`src/sorted_key_offset_index_unit_assert.svh`:
```
// Assertion macros shared by the sorted key offset index unit.
`ifndef SORTED_KEY_OFFSET_INDEX_UNIT_ASSERT_SVH
`define SORTED_KEY_OFFSET_INDEX_UNIT_ASSERT_SVH

`ifndef ASSERT_OFF

`define SKOI_ASSERT_ALWAYS(lbl, expr, msg) \
    lbl: assert property (@(posedge aclk) disable iff (!aresetn) (expr)) \
        else $error(msg);

`define SKOI_ASSERT_IMPLIES(lbl, cond, expr, msg) \
    lbl: assert property (@(posedge aclk) disable iff (!aresetn) (cond) |-> (expr)) \
        else $error(msg);

`else

`define SKOI_ASSERT_ALWAYS(lbl, expr, msg)

`define SKOI_ASSERT_IMPLIES(lbl, cond, expr, msg)

`endif

`endif

```
`src/skoi_pkg.sv`:
```
`timescale 1ns / 1ps

package skoi_pkg;

    localparam int KEY_IN_BITS  = 64;
    localparam int OFFSET_BITS  = 31;
    localparam int POS_BITS     = 8;
    localparam int COUNT_BITS   = 9;
    localparam int S_TDATA_BITS = 96;
    localparam int M_TDATA_BITS = 48;

    typedef enum logic [1:0] {
        MODE_INSERT = 2'd0,
        MODE_DELETE = 2'd1,
        MODE_SEARCH = 2'd2,
        MODE_NOP    = 2'd3
    } mode_t;

    typedef enum logic [1:0] {
        STAT_OK        = 2'd0,
        STAT_NOT_FOUND = 2'd1,
        STAT_FULL      = 2'd2
    } status_t;

    typedef enum logic [3:0] {
        ST_IDLE,
        ST_START,
        ST_PROBE_RD,
        ST_PROBE_CMP,
        ST_CHK_RD,
        ST_CHK,
        ST_SHIFT_RD,
        ST_SHIFT_WR,
        ST_DONE
    } ctrl_state_t;

    typedef struct packed {
        logic    load;
        logic    probe_rd;
        logic    probe_cmp;
        logic    chk_rd;
        logic    ptr_init_ins;
        logic    ptr_init_del;
        logic    shift_rd;
        logic    shift_wr;
        logic    ins_wr;
        logic    count_inc;
        logic    count_dec;
        logic    set_result;
        status_t res_code;
        logic    out_load;
    } cmd_t;

    typedef struct packed {
        mode_t mode;
        logic  full;
        logic  range_empty;
        logic  lo_lt_count;
        logic  key_eq;
        logic  shift_more;
        logic  out_free;
    } stat_t;

endpackage

```
`src/skoi_ctrl.sv`:
```
`timescale 1ns / 1ps
`include "sorted_key_offset_index_unit_assert.svh"

module skoi_ctrl (
    input  logic             aclk,
    input  logic             aresetn,
    input  logic             s_valid,
    output logic             s_ready,
    input  skoi_pkg::stat_t  stat,
    output skoi_pkg::cmd_t   cmd
);

    skoi_pkg::ctrl_state_t state_reg, state_next;

    always_ff @(posedge aclk) begin
        if (!aresetn) begin
            state_reg <= skoi_pkg::ST_IDLE;
        end else begin
            state_reg <= state_next;
        end
    end

    always_comb begin
        state_next   = state_reg;
        cmd          = '0;
        cmd.res_code = skoi_pkg::STAT_OK;
        s_ready      = 1'b0;
        unique case (state_reg)
            skoi_pkg::ST_IDLE: begin
                s_ready = 1'b1;
                if (s_valid) begin
                    cmd.load   = 1'b1;
                    state_next = skoi_pkg::ST_START;
                end
            end
            skoi_pkg::ST_START: begin
                unique case (stat.mode)
                    skoi_pkg::MODE_NOP: begin
                        cmd.set_result = 1'b1;
                        cmd.res_code   = skoi_pkg::STAT_NOT_FOUND;
                        state_next     = skoi_pkg::ST_DONE;
                    end
                    skoi_pkg::MODE_INSERT: begin
                        if (stat.full) begin
                            cmd.set_result = 1'b1;
                            cmd.res_code   = skoi_pkg::STAT_FULL;
                            state_next     = skoi_pkg::ST_DONE;
                        end else begin
                            state_next = skoi_pkg::ST_PROBE_RD;
                        end
                    end
                    skoi_pkg::MODE_DELETE, skoi_pkg::MODE_SEARCH: begin
                        state_next = skoi_pkg::ST_PROBE_RD;
                    end
                endcase
            end
            skoi_pkg::ST_PROBE_RD: begin
                if (!stat.range_empty) begin
                    cmd.probe_rd = 1'b1;
                    state_next   = skoi_pkg::ST_PROBE_CMP;
                end else begin
                    unique case (stat.mode)
                        skoi_pkg::MODE_INSERT: begin
                            cmd.ptr_init_ins = 1'b1;
                            state_next       = skoi_pkg::ST_SHIFT_RD;
                        end
                        skoi_pkg::MODE_DELETE: begin
                            if (stat.lo_lt_count) begin
                                state_next = skoi_pkg::ST_CHK_RD;
                            end else begin
                                cmd.set_result = 1'b1;
                                cmd.res_code   = skoi_pkg::STAT_NOT_FOUND;
                                state_next     = skoi_pkg::ST_DONE;
                            end
                        end
                        skoi_pkg::MODE_SEARCH, skoi_pkg::MODE_NOP: begin
                            cmd.set_result = 1'b1;
                            cmd.res_code   = skoi_pkg::STAT_NOT_FOUND;
                            state_next     = skoi_pkg::ST_DONE;
                        end
                    endcase
                end
            end
            skoi_pkg::ST_PROBE_CMP: begin
                cmd.probe_cmp = 1'b1;
                if (stat.mode == skoi_pkg::MODE_SEARCH && stat.key_eq) begin
                    state_next = skoi_pkg::ST_DONE;
                end else begin
                    state_next = skoi_pkg::ST_PROBE_RD;
                end
            end
            skoi_pkg::ST_CHK_RD: begin
                cmd.chk_rd = 1'b1;
                state_next = skoi_pkg::ST_CHK;
            end
            skoi_pkg::ST_CHK: begin
                if (stat.key_eq) begin
                    cmd.ptr_init_del = 1'b1;
                    state_next       = skoi_pkg::ST_SHIFT_RD;
                end else begin
                    cmd.set_result = 1'b1;
                    cmd.res_code   = skoi_pkg::STAT_NOT_FOUND;
                    state_next     = skoi_pkg::ST_DONE;
                end
            end
            skoi_pkg::ST_SHIFT_RD: begin
                if (stat.shift_more) begin
                    cmd.shift_rd = 1'b1;
                    state_next   = skoi_pkg::ST_SHIFT_WR;
                end else begin
                    cmd.set_result = 1'b1;
                    cmd.res_code   = skoi_pkg::STAT_OK;
                    if (stat.mode == skoi_pkg::MODE_INSERT) begin
                        cmd.ins_wr    = 1'b1;
                        cmd.count_inc = 1'b1;
                    end else begin
                        cmd.count_dec = 1'b1;
                    end
                    state_next = skoi_pkg::ST_DONE;
                end
            end
            skoi_pkg::ST_SHIFT_WR: begin
                cmd.shift_wr = 1'b1;
                state_next   = skoi_pkg::ST_SHIFT_RD;
            end
            skoi_pkg::ST_DONE: begin
                if (stat.out_free) begin
                    cmd.out_load = 1'b1;
                    state_next   = skoi_pkg::ST_IDLE;
                end
            end
            default: begin
                state_next = skoi_pkg::ST_IDLE;
            end
        endcase
    end

    `SKOI_ASSERT_IMPLIES(a_wr_after_rd, state_reg == skoi_pkg::ST_SHIFT_WR, $past(state_reg == skoi_pkg::ST_SHIFT_RD), "shift write without read")

endmodule

```
`config.mk`:
```
export PLATFORM = sky130hd
export DESIGN_NAME = skoi_ctrl
export DESIGN_NICKNAME = d
export VERILOG_FILES = /design/src/skoi_pkg.sv /design/src/skoi_ctrl.sv
export VERILOG_INCLUDE_DIRS = /design/src /design/src/src
export SDC_FILE = /design/constraint.sdc
export NUM_CORES = 1
export LEC_CHECK = 0
export ABC_AREA = 0
export ABC_CLOCK_PERIOD_IN_PS = 1600
export BUFFER_PORTS_ARGS = -buffer_cell sky130_fd_sc_hd__buf_2
export CAP_MARGIN = 30
export CORE_AREA = 2 2 39 41
export CTS_CLUSTER_SIZE = 8
export DETAILED_ROUTE_END_ITERATION = 6
export DIE_AREA = 0 0 41 43
export PLACE_DENSITY = 0.72
export SLEW_MARGIN = 20
export SYNTH_ARGS = -nofsm -noshare
export SYNTH_HDL_FRONTEND = slang
export SYNTH_SLANG_ARGS = --single-unit
```
`constraint.sdc`:
```
create_clock -name aclk -period 1.6 [get_ports aclk]
set_input_delay 0 -clock aclk [delete_from_list [all_inputs] [get_ports aclk]]
set_output_delay 0 -clock aclk [all_outputs]
set_load 0.02 [all_outputs]
```
==> metrics.md, run 1 <==
| Metric | Value |
|---|---|
| Largest net degree at the start of global routing | `12` |
| Final Hold Viols | `0` |
| Hold path startpoint | `aresetn` |
| Clock power frac | `29.8%` |
| Post-Syn Instances | `between 70 and 80` |
| Post-synth EDFFs | `0` |
| Worst r2r src | `state_reg[0]` |
| Worst vdd ir | `0.2428 mV` |
| Die Wd | `approximately 41 um` |
| R2R Path End | `state_reg[1]` |
| Drt drc | `0` |
| Status | `complete, no violations` |
| Yosys cell types | `32` |
| Hold EP | `state_reg[3]` |
| Count leader, synth | `nor2_1` |
| Vias in the first global route | `598` |
| Total track usage | `about 20%` |
| Combinational Power Share | `a little over two fifths` |
| Core area | `between 1000 and 1500 sq um` |
| Reg2Reg Setup Slack | `170 ps` |
| Synth warn | `0` |
| Initial antenna violation count | `0` |
| Net Switching | `between 0.15 and 0.2 mW` |
| Internal power | `0.2775 mW` |
| WP buf/inv | `2` |
| CTS Buffer Depth | `2` |
| Full die area | `1763 sq um` |
| WP data required | `between 1500 and 2000 ps` |
| Tmin final | `approximately 1600 ps` |
| Synth top area share | `14.55%` |
| Register area | `83.83 sq um` |
| Starting Density | `39.78%` |
| Synth Flop Type | `dfxtp_1` |
| Synth Cell Area | `550.5 sq um` |
| Final Skew | `5.209 ps` |
| H-tree levels | `1` |
| Crit path depth | `5` |
| R2R depth | `4` |
| Setup violations, final | `0` |
| Layout Nets | `123` |
| Drt first pass iters | `4` |
| Critical path cell sequence | `or4b_4, clkinv_4, a31oi_4, nand3_2, buf_4` |
| Final Util | `56.87%` |
| Top Family by Delay on Critical Path | `simple AND/OR/NAND/NOR gates` |
| Leak pwr | `around 0.39 nW` |
| Synth Register Bits | `4` |
| Max cap viols | `0` |
| Drt total wl | `1.660 mm` |
| Routed vias/inst | `5.680` |
| Final Non-Filler Cells | `122` |
| Crit. End Element | `output pin` |
| Synth-to-layout area growth | `42.95%` |
| PD cells | `567.2 nW/um^2` |
| Seq pwr share | `27.2%` |
| Post-synthesis async set-or-reset flop share | `0%` |
| Final Power | `0.4464 mW` |
| Post-Synth Simple-Gate Area | `43.64%` |
| RSZ-0062 raised after global routing | `true` |
| Die H | `43 um` |
| Startpoint types | `flop` |
| Rows | `14` |
| Post-Synth Adder-Cell Area | `a little under a tenth` |
| Setup CP Type | `reg -> out` |
| Clock Latency Late Sink | `240 ps` |
| Final Cycle Share | `98.72%` |
| Clock Sinks | `4` |
| Largest family of logic cells by synthesized area | `simple AND/OR/NAND/NOR gates` |
| 1st-iter DRT viols | `19` |
| Slew @ Worst Pin | `373.3 ps` |
| Final hold slack | `26.41 ps` |
| Total grt overflow | `0` |
| Multi-input logic area | `between 400 and 500 sq um` |
| Post-DP HPWL | `1.266 mm` |
| Switching Share | `37.83%` |
| Ant diodes | `0` |
| Number of flip-flops under the largest register name | `4` |
| TritonCTS clock tree | `built` |
| Post-synth top cells | `nor2_1 (9), nand2_1 (7), a21oi_1 (6), nor3_1 (6)` |
| Clock transition at path regs | `40 ps` |
| Data arrival, critical path | `around 1600 ps` |
| Min-delay worst type | `in -> reg` |
| First-pass GRT wire length | `2.470 mm` |
| PortBufs | `26` |
| Ratio of cells with drive above 1 in the final layout | `47.17%` |
| Fmax | `approximately 630 MHz` |
| Synthesized area per cell | `between 7 and 8 sq um` |
| XOR/XNOR share of the synthesized area | `0%` |
| CTS buffer count | `3` |
| Placed cells | `118` |
| Syn nets | `just over 90` |
| Sequential fraction of the synthesis area | `approximately 15%` |
| IO Pins | `27` |
| Crit-path slowest cell | `or4b_4` |
| Hold Crit Depth | `3` |
| Mux contribution to synthesized area | `0%` |
| Vias | `between 600 and 700` |
| Root buf cell | `clkbuf_4` |
| CP max FO | `7` |
| Mean routed wirelength per cell | `13.61 um` |
| Synth top area cells | `dfxtp_1 (15%), ha_1 (9.1%), nor2_1 (6.1%), a21oi_1 (5.5%), nor3_1 (5.5%)` |
| GPL Wtd Cong | `0.8429` |
| Layout fillers | `140` |
| Yosys top cell by area | `dfxtp_1` |
| Max incr delay on CP | `580 ps` |
| Antenna Nets Post-Route | `0` |
| Synth Area in Compound Gates | `24.32%` |
| Worst rel slew slack | `74.92%` |
| Pins over their slew limit | `0` |
[per-stage QoR]
step / cell area (sq um) / worst slack (ps) / TNS (ps)
6_report: 787.0 / 20.51 / 0
5_1_grt: 787.0 / -19.55 / -73.84
4_1_cts: 764.5 / 11.34 / 0
3_5_place_dp: 711.9 / 175.7 / 0
3_3_place_gp: 711.9 / 203.3 / 0
2_1_floorplan: 550.5 / 0.8425 / 0
[how the worst max path moves through the flow]
| stage | from | end | slack [ps] |
|---|---|---|---|
| after global routing | state_reg[3] | cmd[5] | -20 |
| after global placement | state_reg[0] | cmd[3] | 200 |
| after CTS | state_reg[3] | cmd[5] | 10 |
| after detailed placement | state_reg[3] | cmd[5] | 180 |
| final | state_reg[0] | cmd[3] | 20 |
| after floorplan | state_reg[3] | cmd[14] | 0.8 |
[logic make-up after synthesis]
group | after synthesis
buf+inv | 10
flops | 4
fa+ha+maj | 4
compound gates | 16
simple gates | 42
[power by group through the flow]
stage | registers, mW | logic, mW | clock network, mW
after global placement | 0.120 | 0.179 | 0
after detailed placement | 0.121 | 0.181 | 0
after CTS | 0.120 | 0.188 | 0.133
after global routing | 0.122 | 0.209 | 0.140
final | 0.122 | 0.192 | 0.133
after floorplan | 0.115 | 0.122 | 0
[worst reg2reg max path: cells and delay by family (launching register included)]
kind	cells	cell delay (ps)
and+or+nand+nor	1	580
DFF	1	350
AOI/OAI and AO/OA	2	290
buffers and inverters	1	160
[cell type report]
cell class | instances | area share [%]
Sequential cell | 4 | 10.65
Multi-Input combinational cell | 62 | 56.76
Timing Repair Buffer | 32 | 24.17
Clock buffer | 3 | 2.862
Tap cell | 16 | 2.544
Inverter | 5 | 3.021
[per-layer routing]
metal	wire length, um	vias up	share of wire [%]	global-route usage (%)
met5	0	-	0	0
met4	7	0	0.42	6.000
met3	131	2	7.9	4.712
met2	815	28	49	34.38
met1	705	318	42	23.62
li1	-	345	-	-
[what timing repair did]
action	CTS	global route
pin swaps	1	1
setup buffers	1	0
resized for setup	7	8
gates cloned	0	0
hold buffers	0	0
setup endpoints to repair	5	6
[placed cells by master, fill, tap and decap left out, types with 2 or more instances in the layout]
cell	instances
buf_4	12
and3_1	2
nor2_2	2
inv_1	4
ha_1	4
buf_2	20
dfxtp_2	3
nand2_1	7
nor2_1	7
a311oi_1	2
a21oi_1	6
nand2b_1	2
clkbuf_4	3
nor4_1	3
nor3_1	5
or4b_4	2
nand3_1	2
No activity file was read; power rests on OpenSTA's default activity.
==> run 2, diff against run 1 <==
--- a/config.mk
+++ b/config.mk
@@ -11,10 +11,12 @@
 export BUFFER_PORTS_ARGS = -buffer_cell sky130_fd_sc_hd__buf_2
 export CAP_MARGIN = 30
 export CORE_AREA = 2 2 39 41
+export CTS_CLUSTER_DIAMETER = 200
 export CTS_CLUSTER_SIZE = 8
 export DETAILED_ROUTE_END_ITERATION = 6
 export DIE_AREA = 0 0 41 43
 export PLACE_DENSITY = 0.72
+export SETUP_SLACK_MARGIN = 0.4
 export SLEW_MARGIN = 20
 export SYNTH_ARGS = -nofsm -noshare
 export SYNTH_HDL_FRONTEND = slang
==> metrics.md, run 2 (same netlist as run 1, synthesis figures left out) <==
| Metric | Value |
|---|---|
| Status | `complete, no violations` |
| GPL Wtd Cong | `0.8664 (+2.8%)` |
| Final Skew | `1.981 ps (-3.228 ps)` |
| Setup TNS Final | `0 ps (unchanged)` |
| Antenna Nets Post-Route | `0 (unchanged)` |
| Max incr delay on CP | `570 ps (about the same)` |
| Die Wd | `41 um (unchanged)` |
| R2R depth | `5 (+1)` |
| CP max FO | `4 (-3)` |
| Initial antenna violation count | `0 (unchanged)` |
| Starting Density | `39.78% (unchanged)` |
| PortBufs | `26 (unchanged)` |
| Total grt overflow | `0 (unchanged)` |
| Met2 global-route usage | `41.56% (+7.2 points)` |
| PD cells | `491.0 nW/um^2 (-13%)` |
| H-tree levels | `1 (unchanged)` |
| Clock Latency Late Sink | `240 ps (about the same)` |
| RSZ-0062 raised after global routing | `true` |
| Total track usage | `26.48% (+6.3 points)` |
| Crit-path slowest cell | `or4b_4` |
| Hold Crit Depth | `2 (-1)` |
| Root buf cell | `clkbuf_4` |
| Drt total wl | `2.530 mm (+52%)` |
| Startpoint types | `flop` |
| Drt first pass iters | `4 (unchanged)` |
| WP data required | `1600 ps (about the same)` |
| Ratio of cells with drive above 1 in the final layout | `67.72% (+21 points)` |
| CTS Buffer Depth | `2 (unchanged)` |
| Final Non-Filler Cells | `143 (+17%)` |
| 1st-iter DRT viols | `22 (+3)` |
| TritonCTS clock tree | `built` |
| Layout fillers | `63 (-55%)` |
| First-pass GRT wire length | `3.222 mm (+30%)` |
| Setup violations, final | `0 (unchanged)` |
| Synth-to-layout area growth | `123.2%` |
| Final Cycle Share | `97.44% (-1.3 points)` |
| Critical path cell sequence | `or4b_4, clkinv_4, a31oi_4, nand2_1, buf_6` |
| Clock Sinks | `4 (unchanged)` |
| Crit path depth | `5 (unchanged)` |
| Commonest non-fill, non-tap cells in the layout | `buf_6 (25), buf_4 (16), buf_2 (11), nand2_1 (7), a21oi_1 (6)` |
| Register area | `88.84 sq um (+6.0%)` |
| Global routing's busiest layer | `met2` |
| Leak pwr | `0.5418 nW (+38%)` |
| Layout Nets | `144 (+17%)` |
| Data arrival, critical path | `1560 ps (-20 ps)` |
| Core area | `1384 sq um (unchanged)` |
| Max cap viols | `0 (unchanged)` |
| Number of flip-flops under the largest register name | `4 (unchanged)` |
| Die H | `43 um (unchanged)` |
| IO Pins | `27 (unchanged)` |
| CTS buffer count | `3 (unchanged)` |
| Pins over their slew limit | `0 (unchanged)` |
| Commonest non-fill, non-tap cell in the layout | `buf_6` |
| Crit. End Element | `output pin` |
| Vias | `844 (+22%)` |
| Hold Buf Count CTS | `0 (unchanged)` |
| Met3 Track Usage GR | `5.236% (+0.52 points)` |
| Mean routed wirelength per cell | `17.69 um (+30%)` |
| Tmin final | `1559 ps (-20.44 ps)` |
| Min-delay worst type | `in -> reg` |
| Met1 GRT Util | `34.94% (+11 points)` |
| Full die area | `1763 sq um (unchanged)` |
| Largest net degree at the start of global routing | `14 (+2)` |
| Ant diodes | `0 (unchanged)` |
| Worst vdd ir | `0.3520 mV (+45%)` |
| Placed cells | `117 (-0.85%)` |
| Final Power | `0.6033 mW (+35%)` |
| Post-DP HPWL | `1.176 mm (-7.1%)` |
| Top Family by Delay on Critical Path | `simple AND/OR/NAND/NOR gates` |
| Final Hold Viols | `0 (unchanged)` |
| Slew @ Worst Pin | `404.9 ps (+31.61 ps)` |
| Routed vias/inst | `5.902 (+3.9%)` |
| WP buf/inv | `2 (unchanged)` |
| Worst rel slew slack | `72.65% (-2.3 points)` |
| Setup CP Type | `reg -> out` |
| Final Util | `88.79% (+32 points)` |
| Rows | `14 (unchanged)` |
| Vias in the first global route | `725 (+21%)` |
| Drt drc | `0 (unchanged)` |
| Multi-input logic area | `596.8 sq um (+34%)` |
| Fmax | `641.4 MHz (+1.3%)` |
| Clock transition at path regs | `40 ps (about the same)` |
[run 2: changes by cell type in the layout (fill, tap and decap cells not counted), sizes merged]
| cell | delta |
|---|---|
| buf | +21 |
[run 2: what timing repair did]
action,CTS,global route
setup endpoints to repair,16,19
gates resized for setup,39,28
setup buffers,15,8
pin swaps,14,14
[run 2: power breakdown]
| group | switching (mW) | internal [mW] |
|---|---|---|
| combinational | 0.173 | 0.183 |
| sequential | 0.00993 | 0.108 |
| clock | 0.0455 | 0.0842 |
[run 2: layout make-up]
type                            instances  area share [%]
Tap cell                               16           1.629
Multi-Input combinational cell         62           48.57
Inverter                                5           1.935
Clock buffer                            3           1.833
Sequential cell                         4           7.230
Timing Repair Buffer                   53           38.80
[run 2: stage by stage]
step / cell area, sq um / hold slack, ps / setup WS (ps)
3_5_place_dp: 760.7 / 277.7 / 220.8
4_1_cts: 1023 / 20.46 / 32.83
3_3_place_gp: 760.7 / 278.5 / 237.8
5_1_grt: 1229 / 45.58 / 12.77
6_report: 1229 / 54.57 / 40.95
2_1_floorplan: 629.4 / 79.79 / 241.0
[run 2: final timing paths]
| kind | startpoint | end | slack (ps) |
|---|---|---|---|
| max | state_reg[0] | cmd[1] | 40 |
| min | aresetn | state_reg[1] | 50 |
| max reg2reg | state_reg[1] | state_reg[3] | 100 |
| min reg2reg | state_reg[0] | state_reg[0] | 770 |
[run 2: metal layers]
metal  share of wire [%]  vias up
met2                  50       47
met4                 2.9        0
met5                   0        -
met3                 8.3        9
met1                  39      404
li1                    -      384
[run 2: worst register-to-register path, stage by stage (launching register included)]
cell      delay (ps)
dfxtp_1          320
buf_6            140
buf_4            130
or4_4            520
o211ai_2         220
a31oi_4           50
==> run 3, diff against run 2 <==
--- a/config.mk
+++ b/config.mk
@@ -15,7 +15,7 @@
 export CTS_CLUSTER_SIZE = 8
 export DETAILED_ROUTE_END_ITERATION = 6
 export DIE_AREA = 0 0 41 43
-export PLACE_DENSITY = 0.72
+export PLACE_DENSITY_LB_ADDON = 0.25
 export SETUP_SLACK_MARGIN = 0.4
 export SLEW_MARGIN = 20
 export SYNTH_ARGS = -nofsm -noshare
==> metrics.md, run 3 (same netlist as run 1, synthesis figures left out) <==
| Metric | Value |
|---|---|
| Pins over their slew limit | `0 (unchanged)` |
| Ant diodes | `0 (unchanged)` |
| Commonest non-fill, non-tap cells in the layout | `buf_4 (18), buf_6 (15), buf_2 (10)` |
| Clock Sinks | `4 (unchanged)` |
| Drt total wl | `2.040 mm (-19%)` |
| Full die area | `1763 sq um (unchanged)` |
| Total track usage | `23.32% (-3.2 points)` |
| Initial antenna violation count | `0 (unchanged)` |
| Worst vdd ir | `0.2998 mV (-15%)` |
| Die H | `43 um (unchanged)` |
| Fmax | `633.7 MHz (-1.2%)` |
| GPL Wtd Cong | `0.8533 (-1.5%)` |
| Layout fillers | `87 (+38%)` |
| Layout Nets | `137 (-4.9%)` |
| Clock Latency Late Sink | `260 ps (+20 ps)` |
| Vias | `777 (-7.9%)` |
| Vias in the first global route | `665 (-8.3%)` |
| Slew @ Worst Pin | `489.4 ps (+84.55 ps)` |
| Crit. End Element | `output pin` |
| Reg2Reg Setup Slack | `90 ps (about the same)` |
| IO Pins | `27 (unchanged)` |
| Root buf cell | `clkbuf_4` |
| Tmin final | `1578 ps (+19.07 ps)` |
| 1st-iter DRT viols | `33 (+50%)` |
| Setup violations, final | `0 (unchanged)` |
| CP max FO | `4 (unchanged)` |
| Setup CP Type | `reg -> out` |
| Number of flip-flops under the largest register name | `4 (unchanged)` |
| Ratio of cells with drive above 1 in the final layout | `65.83% (-1.9 points)` |
| Antenna Nets Post-Route | `0 (unchanged)` |
| Startpoint types | `flop` |
| Final Skew | `9.160 ps (+7.179 ps)` |
| PortBufs | `26 (unchanged)` |
| Leak pwr | `0.5020 nW (-7.3%)` |
| R2R depth | `5 (unchanged)` |
| Worst rel slew slack | `66.94% (-5.7 points)` |
| Core area | `1384 sq um (unchanged)` |
| Setup Slack @ Placement | `220.8 ps (-0.06100 ps)` |
| Setup TNS Final | `0 ps (unchanged)` |
| Final hold slack | `31.07 ps (-23.51 ps)` |
| Mean routed wirelength per cell | `15.00 um (-15%)` |
| Max cap viols | `0 (unchanged)` |
| Largest net degree at the start of global routing | `12 (-2)` |
| Data arrival, critical path | `1580 ps (+20 ps)` |
| Clock transition at path regs | `40 ps (about the same)` |
| Worst r2r src | `state_reg[2]` |
| WP data required | `1600 ps (about the same)` |
| Starting Density | `39.78% (unchanged)` |
| Status | `complete, no violations` |
| Total grt overflow | `0 (unchanged)` |
| Synth-to-layout area growth | `101.8%` |
| Drt first pass iters | `4 (unchanged)` |
| Rows | `14 (unchanged)` |
| CTS buffer count | `3 (unchanged)` |
| Drt drc | `0 (unchanged)` |
| Die Wd | `41 um (unchanged)` |
| H-tree levels | `1 (unchanged)` |
| RSZ-0062 raised after global routing | `true` |
| Min-delay worst type | `in -> reg` |
| Commonest non-fill, non-tap cell in the layout | `buf_4` |
| Crit path to | `cmd[6]` |
| First-pass GRT wire length | `2.801 mm (-13%)` |
| CTS Buffer Depth | `2 (unchanged)` |
| Final Non-Filler Cells | `136 (-4.9%)` |
| PD cells | `494.1 nW/um^2 (+0.63%)` |
| Critical path origin | `state_reg[3]` |
| Slack of the critical path | `21.87 ps (-19.07 ps)` |
| TritonCTS clock tree | `built` |
| Post-DP HPWL | `1.138 mm (-3.2%)` |
| Final Cycle Share | `98.63% (+1.2 points)` |
| R2R Path End | `state_reg[3]` |
| Placed cells | `116 (-0.85%)` |
| Routed vias/inst | `5.713 (-3.2%)` |
| Final Hold Viols | `0 (unchanged)` |
## run 3: per-stage QoR
step / cell area [sq um] / power, mW / utilization, %
2_1_floorplan: 629.4 / 0.2558 / -
3_3_place_gp: 765.7 / 0.3048 / 55.33
3_5_place_dp: 765.7 / 0.3061 / 55.33
4_1_cts: 1031 / 0.5045 / 74.50
5_1_grt: 1111 / 0.5732 / 80.29
6_report: 1111 / 0.5490 / 80.29
## run 3: how the worst min path moves through the flow
stage	start	to	slack, ps	depth (start not counted)
global route	aresetn	state_reg[1]	40	2
global placement	aresetn	state_reg[3]	280	3
detailed placement	aresetn	state_reg[3]	280	3
CTS	aresetn	state_reg[3]	10	3
finish	aresetn	state_reg[1]	30	2
floorplan	stat[4]	cmd[13]	80	1
## run 3: metal layers
layer  track usage, %  share of wire [%]  up-vias
li1                 -                  -      371
met1            28.71                 40      366
met2            37.19                 53       35
met3            4.712                5.4        5
met4            10.00                2.2        0
met5                0                  0        -
## run 3: where the power goes
part	internal, mW	switching [mW]
Combinational	0.146	0.146
Sequential	0.108	0.00952
Clock	0.0848	0.0548
Total	0.339	0.210
## run 3: timing repair
item,CTS,global route
setup endpoints to repair,18,20
gates cloned,0,0
resized for setup,41,17
hold buffers,0,0
buffers inserted,15,2
pin swaps,14,6
## run 3: worst max-delay path, stage by stage (launching register included)
cell and delay, ps:
dfxtp_2 330, nand2b_4 140, or4b_4 580, nor2_4 120, buf_4 140
## run 3: area by class of cell
class / instances / area, sq um / area share (%)
multi-input cells: 62 / 550.5 / 49.55
flip-flops and latches: 4 / 90.09 / 8.108
repair buffers: 46 / 404.1 / 36.37
clock buffers: 3 / 22.52 / 2.027
inverters: 5 / 23.77 / 2.140
well taps: 16 / 20.02 / 1.802
